## src/hdl/swm_pkg.sv

```systemverilog
// Shared constants and types for the sliding-window median / deviation-sum block.
package swm_pkg;

    localparam int DEF_MAX_WINDOW  = 64;
    localparam int DEF_SAMPLE_BITS = 32;
    localparam int DEF_WINDOW      = 64;
    localparam int MEDIAN_W        = 32;
    localparam int COST_W          = 38;
    localparam int CFG_W           = 7;

    // Per-step control broadcast to every cell.
    typedef struct packed {
        logic clear;   // flush window
        logic ins;     // sample accepted this cycle
        logic evict;   // window full: oldest entry leaves
    } cell_ctl_t;

    // Status a cell shows its neighbors.
    typedef struct packed {
        logic valid;   // cell holds a window entry
        logic gt;      // entry is greater than the new sample
        logic right;   // entry sits right of the evicted one
        logic evict;   // this entry is the one evicted
    } cell_link_t;

endpackage

```

## src/hdl/swm_cell.sv

```systemverilog
// One cell of the sorted window row: value, age and valid, shifting with neighbors.
module swm_cell #(
    parameter int SAMPLE_BITS = swm_pkg::DEF_SAMPLE_BITS,
    parameter int AGE_W       = $clog2(swm_pkg::DEF_MAX_WINDOW)
) (
    input  logic                   clk,
    input  logic                   rst_n,
    input  swm_pkg::cell_ctl_t     ctl,
    input  logic [SAMPLE_BITS-1:0] sample,
    input  logic [SAMPLE_BITS-1:0] evict_val,
    input  logic [AGE_W-1:0]       evict_age,
    input  logic                   slot_open,
    input  swm_pkg::cell_link_t    left_link,
    input  logic [SAMPLE_BITS-1:0] left_val,
    input  logic [AGE_W-1:0]       left_age,
    input  swm_pkg::cell_link_t    right_link,
    input  logic [SAMPLE_BITS-1:0] right_val,
    input  logic [AGE_W-1:0]       right_age,
    output swm_pkg::cell_link_t    link,
    output logic [SAMPLE_BITS-1:0] val,
    output logic [AGE_W-1:0]       age
);

    logic                   valid_reg, valid_next;
    logic [SAMPLE_BITS-1:0] val_reg, val_next;
    logic [AGE_W-1:0]       age_reg, age_next;
    logic                   from_right, from_left, stay;

    always_comb
    begin
        link.valid = valid_reg;
        link.gt    = valid_reg && (val_reg > sample);
        link.evict = ctl.evict && valid_reg && (age_reg == evict_age);
        // oldest among equal values sits leftmost, so equal survivors are to its right
        link.right = ctl.evict && valid_reg && !link.evict && (val_reg >= evict_val);
    end

    assign from_right = right_link.valid && right_link.right && !right_link.gt;
    assign from_left  = left_link.gt && !left_link.right && !left_link.evict;
    assign stay       = valid_reg && !link.evict && (link.right == link.gt);

    always_comb
    begin
        valid_next = valid_reg;
        val_next   = val_reg;
        age_next   = age_reg;
        if (ctl.clear)
        begin
            valid_next = 1'b0;
        end
        else if (ctl.ins)
        begin
            priority if (from_right)
            begin
                valid_next = 1'b1;
                val_next   = right_val;
                age_next   = right_age + AGE_W'(1);
            end
            else if (from_left)
            begin
                valid_next = 1'b1;
                val_next   = left_val;
                age_next   = left_age + AGE_W'(1);
            end
            else if (stay)
            begin
                valid_next = 1'b1;
                age_next   = age_reg + AGE_W'(1);
            end
            else if (slot_open)
            begin
                valid_next = 1'b1;
                val_next   = sample;
                age_next   = '0;
            end
            else
            begin
                valid_next = 1'b0;
            end
        end
    end

    always_ff @(posedge clk or negedge rst_n)
    begin
        if (!rst_n)
        begin
            valid_reg <= 1'b0;
        end
        else
        begin
            valid_reg <= valid_next;
        end
    end

    always_ff @(posedge clk)
    begin
        val_reg <= val_next;
        age_reg <= age_next;
    end

    assign val = val_reg;
    assign age = age_reg;

endmodule

```

## config.mk

```make
export PLATFORM = sky130hd
export DESIGN_NAME = swm_cell
export DESIGN_NICKNAME = d
export VERILOG_FILES = /design/src/hdl/swm_pkg.sv /design/src/hdl/swm_cell.sv
export SDC_FILE = /design/constraint.sdc
export NUM_CORES = 1
export LEC_CHECK = 0
export ABC_CLOCK_PERIOD_IN_PS = 3500
export BUFFER_PORTS_ARGS = -buffer_cell sky130_fd_sc_hd__buf_2
export CAP_MARGIN = 20
export CELL_PAD_IN_SITES_DETAIL_PLACEMENT = 0
export CELL_PAD_IN_SITES_GLOBAL_PLACEMENT = 1
export CORE_ASPECT_RATIO = 1.4
export CORE_MARGIN = 2
export CORE_UTILIZATION = 32
export CTS_CLUSTER_DIAMETER = 60
export DETAILED_ROUTE_END_ITERATION = 16
export HOLD_SLACK_MARGIN = 0.12
export MAX_ROUTING_LAYER = met4
export PLACE_DENSITY_LB_ADDON = 0.1
export SLEW_MARGIN = 20
export SYNTH_ARGS = -nofsm -noshare
export SYNTH_HDL_FRONTEND = slang
export SYNTH_SLANG_ARGS = --single-unit
```

## constraint.sdc

```tcl
create_clock -name clk -period 3.5 [get_ports clk]
set_clock_uncertainty 0.05 [all_clocks]
set_input_delay 0.175 -clock clk [delete_from_list [all_inputs] [get_ports clk]]
set_output_delay 0.175 -clock clk [all_outputs]
set_load 0.02 [all_outputs]
```

==> metrics, run 1 <==
top cells by area, synth=edfxtp_1 (29%), ha_1 (21%), a21oi_1 (7.9%); startpoint types=flop; slew margin rel.=54.3%; Synth top area share=29.0%; predominant post-synthesis flop cell=edfxtp_1; vias=4107; GP Congestion=0.892; register bit count reported by yosys=39; pwr/cell area=274 nW/um^2; Fin Setup TNS=0 ns; Worst-path clk slew=0.06 ns; die footprint=13200 um^2; DR WL/cell=14.4 um; die width=97.8 um; initial DRC count=91; FF-to-FF Start=val[29]$_DFFE_PP_; hpwl dp=10000 um; Core Rows=47; RSZ-0062 raised after global routing=no; first-pass GRT wire length=19200 um; FMAX=0.307 GHz; Setup crit end kind=flop; Hold WC Path Type=input pin to flop; Cell Area, Synth=3940 um^2; total CTS buffers=5; CP Capture Point=valid_reg$_DFFE_PN0P_; number of vias per cell=4.84; WL final=12300 um; area delta synth->final=38.2%; Post-synth top cells=ha_1 (67), inv_1 (67), a21oi_1 (62); Sink Count=39; initial antenna violation count=0; Post-CTS Repair Setup Buffers=0; antenna cells=0; global route overflow=0; arrival time at the worst endpoint=3.43 ns; drc violations=0; root buf cell=clkbuf_16; GRT Resource Usage Total=18.6%; final period utilization=93.1%; Tmin final=3.26 ns; post-synthesis sequential area ratio=29.6%; Pre-antenna DRT Iters=6; post-layout net count=928; Worst Tran Pin Value=0.685 ns; CTS tree=yes; Worst path top cell family by delay=simple AND/OR/NAND/NOR gates; maximum vdd drop=0.145 mV; Clock Path Buffers=2; critical-path cell list=ha_1 > nand4_1 > or3_1 > nor4_2 > a21oi_2 > xor2_2 > nand3_2 > buf_4 > a311oi_2 > dlygate4sd3_1; synth unique cells=46; PortBufs=199; Synth area leader=edfxtp_1; Pleak=0.00274 uW; IO Pins=202; cell count along the critical path=10; Final Hold Violating Endpoints=0; number of max-cap violations=0; Max stage delay on crit path=0.57 ns; reg2reg end=valid_reg$_DFFE_PN0P_; Vert. Die Dim=135 um; Final Max Tran Viols=0; # setup viols final=0; yosys warns=0; Synth Net Count=714; post-route ant nets=0; hold_ws=0.119 ns; Setup crit start=val[29]$_DFFE_PP_; Async S/R FF share, synth=2.56%; Post-synth EDFFs=38; Critical Path RT=3.68 ns; status=complete, no violations; largest net degree at the start of global routing=69; WS Path Type=flop to flop; FF-to-FF path depth=10; Syn Inst Count=487; syn_area_per_cell=8.09 um^2; total power=1490 uW; vias in the first global route=4143; CTS H-tree depth=2; core area=11900 um^2; Critical path buffers and inverters=2; CP max-delay cell=dlygate4sd3_1; max reg flops=32; Initial Util=33.0%; CP max FO=5; R2R Setup Slk=0.24 ns; share of layout cells above drive strength 1=32.8%; Fillers=1269; clk_lat worst skew=0.29 ns
-- routing by layer --
metal | wire length (um) | vias to the layer above | track usage (%)
met2 | 6020 | 137 | 33.3
met4 | 236 | 0 | 5.56
met5 | 0 | - | -
met3 | 638 | 12 | 2.99
met1 | 5360 | 1823 | 21.4
li1 | - | 2135 | -
-- kinds of logic after synthesis --
kind of cell,after synthesis,share of synthesized area [%]
AOI/OAI and AO/OA,133,19.5
buffers and inverters,84,8.10
and+or+nand+nor,145,17.0
xor gates and xnor gates,19,4.42
adders and majority gates,67,21.3
DFF,39,29.6
-- layout make-up --
class	instances	area, um^2	area share, %
multi-input cells	364	2480	45.6
repair buffers	224	1220	22.5
flip-flops and latches	39	1170	21.4
inverters	67	251	4.62
well taps	147	184	3.38
clock buffers	8	136	2.51
-- cells in the final DEF, fill, tap and decap left out, drive strengths merged, types with 2 or more instances in the layout --
| cell type | count |
|---|---|
| a21o | 6 |
| dlygate4sd3 | 16 |
| nor2 | 44 |
| nand2b | 2 |
| xor2 | 9 |
| clkbuf | 8 |
| a221oi | 2 |
| o21a | 2 |
| inv | 67 |
| o31ai | 2 |
| ha | 67 |
| and3 | 2 |
| a22oi | 2 |
| a21oi | 63 |
| o211ai | 4 |
| a21boi | 2 |
| xnor2 | 10 |
| nor3b | 2 |
| nor3 | 8 |
| a211oi | 5 |
| nand2 | 55 |
| nand4 | 11 |
| buf | 208 |
| o21ai | 38 |
| a31oi | 2 |
| nand3 | 15 |
| edfxtp | 38 |
-- worst min-delay path by stage --
| stage | from | cells after the start | endpoint |
|---|---|---|---|
| after floorplan | rst_n | 0 | valid_reg$_DFFE_PN0P_ |
| after global placement | rst_n | 1 | valid_reg$_DFFE_PN0P_ |
| after detailed placement | rst_n | 1 | valid_reg$_DFFE_PN0P_ |
| after CTS | right_val[1] | 3 | val[1]$_DFFE_PP_ |
| after global routing | right_val[11] | 3 | val[11]$_DFFE_PP_ |
| final | right_val[8] | 3 | val[8]$_DFFE_PP_ |
-- per-stage QoR --
stage | setup slack [ns] | util [%] | cells | instance area, um^2
global route | 0.00304 | 45.6 | 849 | 5440
finish | 0.243 | 45.6 | 849 | 5440
floorplan | 0.104 | - | 487 | 3940
CTS | 0.118 | 45.5 | 849 | 5430
global placement | 0.173 | 43.0 | 825 | 5130
detailed placement | 0.134 | 43.0 | 825 | 5130
-- power by group --
part           internal [uW]  total, uW  switching, uW
sequential               550        571           21.5
combinational            213        466            252
clock                    266        455            190
-- worst min-delay path, cell delays in order --
cell and delay, ns:
buf_2 0.07, nand2_1 0.03, o21ai_0 0.06
-- repair_timing --
item                                   4_1_cts  5_1_grt
hold buffers                                16        0
gates resized for setup                      0        2
endpoints found under the hold margin       15        0
setup endpoints to repair                    0       33
Note: power is estimated with default switching activity, not from simulation.
==> run 2: changes to the inputs <==
CORE_MARGIN = 4   (was 2)
==> run 2 against run 1 <==
- non-clock buffer count unchanged
- worst setup slack worse by 0.011 ns
- sequential share of layout area about the same
- register-to-register slack about the same
- clock power about the same
- critical path depth down 2
- highest routed layer unchanged
- cell count unchanged
- via count up 0.22%
- combinational power down 0.9%
- power down 0.30%
- cell area down 0.21%
==> metrics, run 2 (synthesis gave the netlist of run 1 again) <==
post-layout net count=928 (unchanged); WS Path Type=flop to flop (unchanged); largest net degree at the start of global routing=69 (unchanged); # setup viols final=0 (unchanged); GRT Resource Usage Total=18.0% (was 18.6%); max layer used=met4 (unchanged); switching fraction of total power=31.0% (was 31.1%); met3 WL post-DR=983 um (was 638 um); reg2reg end=val[19]$_DFFE_PP_ (was valid_reg$_DFFE_PN0P_); Setup crit end kind=flop (unchanged); initial DRC count=86 (was 91); FMAX=0.306 GHz (was 0.307 GHz); Critical path buffers and inverters=0 (was 2); Final Hold Violating Endpoints=0 (unchanged); Worst-path clk slew=0.06 ns (about the same); R2R Setup Slk=0.23 ns (was 0.24 ns); IO Pins=202 (unchanged); Setup WS pre-CTS=0.184 ns (was 0.134 ns); FF-to-FF path depth=8 (was 10); slew margin rel.=46.2% (was 54.3%); final setup margin=0.232 ns (was 0.243 ns); arrival time at the worst endpoint=3.13 ns (was 3.43 ns); critical-path cell list=ha_1 > nand4_1 > or3_1 > nor4_2 > a21oi_2 > xor2_2 > nand3_2 > a41o_2 (was ha_1 > nand4_1 > or3_1 > nor4_2 > a21oi_2 > xor2_2 > nand3_2 > buf_4 > a311oi_2 > dlygate4sd3_1); maximum vdd drop=0.183 mV (was 0.145 mV); # resized after CTS=0 (unchanged); max reg flops=32 (unchanged); Pleak=0.00274 uW (about the same); final period utilization=93.4% (was 93.1%); Fillers=1289 (was 1269); hold path startpoint=right_val[2] (was right_val[8]); RSZ-0062 raised after global routing=yes (was no); CTS tree=yes (unchanged); Clock Path Buffers=2 (unchanged); Initial Util=33.0% (unchanged); most frequent cells in the layout=buf_2 (199), inv_1 (67), ha_1 (67) (unchanged); sequential cell fraction of total power=38.4% (was 38.3%); startpoint types=flop (unchanged); non-filler cells, final=849 (unchanged); sw power=462 uW (was 463 uW); Vert. Die Dim=139 um (was 135 um); met2 WL=6180 um (was 6020 um); Sink Count=39 (unchanged); Worst Tran Pin Value=0.806 ns (was 0.685 ns); Worst path top cell family by delay=simple AND/OR/NAND/NOR gates (unchanged); vias in the first global route=4202 (was 4143); CTS H-tree depth=2 (unchanged); antenna cells=0 (unchanged); Comb pwr share=31.1% (was 31.2%); global route overflow=0 (unchanged); CP max FO=32 (was 5); internal power=1030 uW (about the same); Core Rows=47 (unchanged); Clock Power Share=30.5% (about the same); core area=11900 um^2 (unchanged); pwr/cell area=274 nW/um^2 (about the same); Final Max Tran Viols=0 (unchanged); hpwl dp=10500 um (was 10000 um); vias=4116 (was 4107); Pre-antenna DRT Iters=4 (was 6); clk_lat worst skew=0.29 ns (about the same); hold worst-path end=val[2]$_DFFE_PP_ (was val[8]$_DFFE_PP_); PortBufs=199 (unchanged); Max stage delay on crit path=0.75 ns (was 0.57 ns); die footprint=14200 um^2 (was 13200 um^2); number of vias per cell=4.85 (was 4.84); Hold WC Path Type=input pin to flop (unchanged); area delta synth->final=37.9% (was 38.2%); die width=102 um (was 97.8 um); Tmin final=3.27 ns (was 3.26 ns); share of layout cells above drive strength 1=32.6% (was 32.8%); CP max-delay cell=a41o_2 (was dlygate4sd3_1); post-route ant nets=0 (unchanged); post-placement cell count=824 (was 825); initial antenna violation count=0 (unchanged); GP Congestion=0.815 (was 0.892); Hold Path Depth=3 (unchanged); FF-to-FF Start=val[30]$_DFFE_PP_ (was val[29]$_DFFE_PP_); number of max-cap violations=0 (unchanged); Critical Path RT=3.36 ns (was 3.68 ns); WL final=12600 um (was 12300 um); DR WL/cell=14.9 um (was 14.4 um); commonest non-fill, non-tap cell in the layout=buf_2 (unchanged); status=complete, no violations (unchanged); first-pass GRT wire length=19500 um (was 19200 um); total CTS buffers=5 (unchanged); drc violations=0 (unchanged); met1 WL=5190 um (was 5360 um); root buf cell=clkbuf_16 (unchanged); Post-CTS Repair Setup Buffers=0 (unchanged)
[run 2: worst max-delay path by stage]
| stage | to | from | slack, ns | cells past startpoint |
|---|---|---|---|---|
| 2_1_floorplan | val[0]$_DFFE_PP_ | val[14]$_DFFE_PP_ | 0.10 | 9 |
| 3_3_place_gp | val[20]$_DFFE_PP_ | val[29]$_DFFE_PP_ | 0.20 | 8 |
| 3_5_place_dp | val[26]$_DFFE_PP_ | val[31]$_DFFE_PP_ | 0.18 | 8 |
| 4_1_cts | val[20]$_DFFE_PP_ | val[31]$_DFFE_PP_ | 0.16 | 8 |
| 5_1_grt | val[20]$_DFFE_PP_ | val[30]$_DFFE_PP_ | -0.0009 | 9 |
| 6_report | val[19]$_DFFE_PP_ | val[30]$_DFFE_PP_ | 0.23 | 8 |
[run 2: cell type report]
class                      count  area [um^2]  area share, %
clock buffer                   7          133           2.44
clock inverter                 1         5.00         0.0921
inverter                      67          251           4.63
multi-input combinational    364         2470           45.4
sequential                    39         1170           21.5
tap                          147          184           3.39
timing repair buffer         224         1230           22.6
[run 2: power groups by stage]
stage,Combinational (uW),Clock [uW],Sequential [uW]
after global routing,526,483,574
after floorplan,232,0,605
after detailed placement,451,0,582
final,462,454,571
after CTS,470,470,571
after global placement,450,0,580
[run 2: metrics by stage]
stage               TNS (ns)  area, um^2  utilization (%)  hold WS, ns  power, uW
finish                     0        5430             45.5        0.122       1490
global route        -0.00446        5430             45.5        0.133       1580
global placement           0        5120             42.9      -0.0990       1030
floorplan                  0        3940                -       -0.171        837
detailed placement         0        5120             42.9      -0.0994       1030
CTS                        0        5430             45.5        0.120       1510
[run 2: repair_timing]
action,CTS,global route
hold endpoints to repair,16,0
hold buffers,17,0
setup endpoints to repair,0,6
[run 2: layer usage]
layer | track usage [%] | up-vias
met2 | 31.0 | 156
met3 | 2.90 | 16
met5 | - | -
li1 | - | 2133
met1 | 21.0 | 1811
met4 | 5.67 | 0
[run 2: tightest hold or removal path, stage by stage]
cell and delay [ns]:
buf_2 0.08, nand2_1 0.04, o21ai_0 0.06
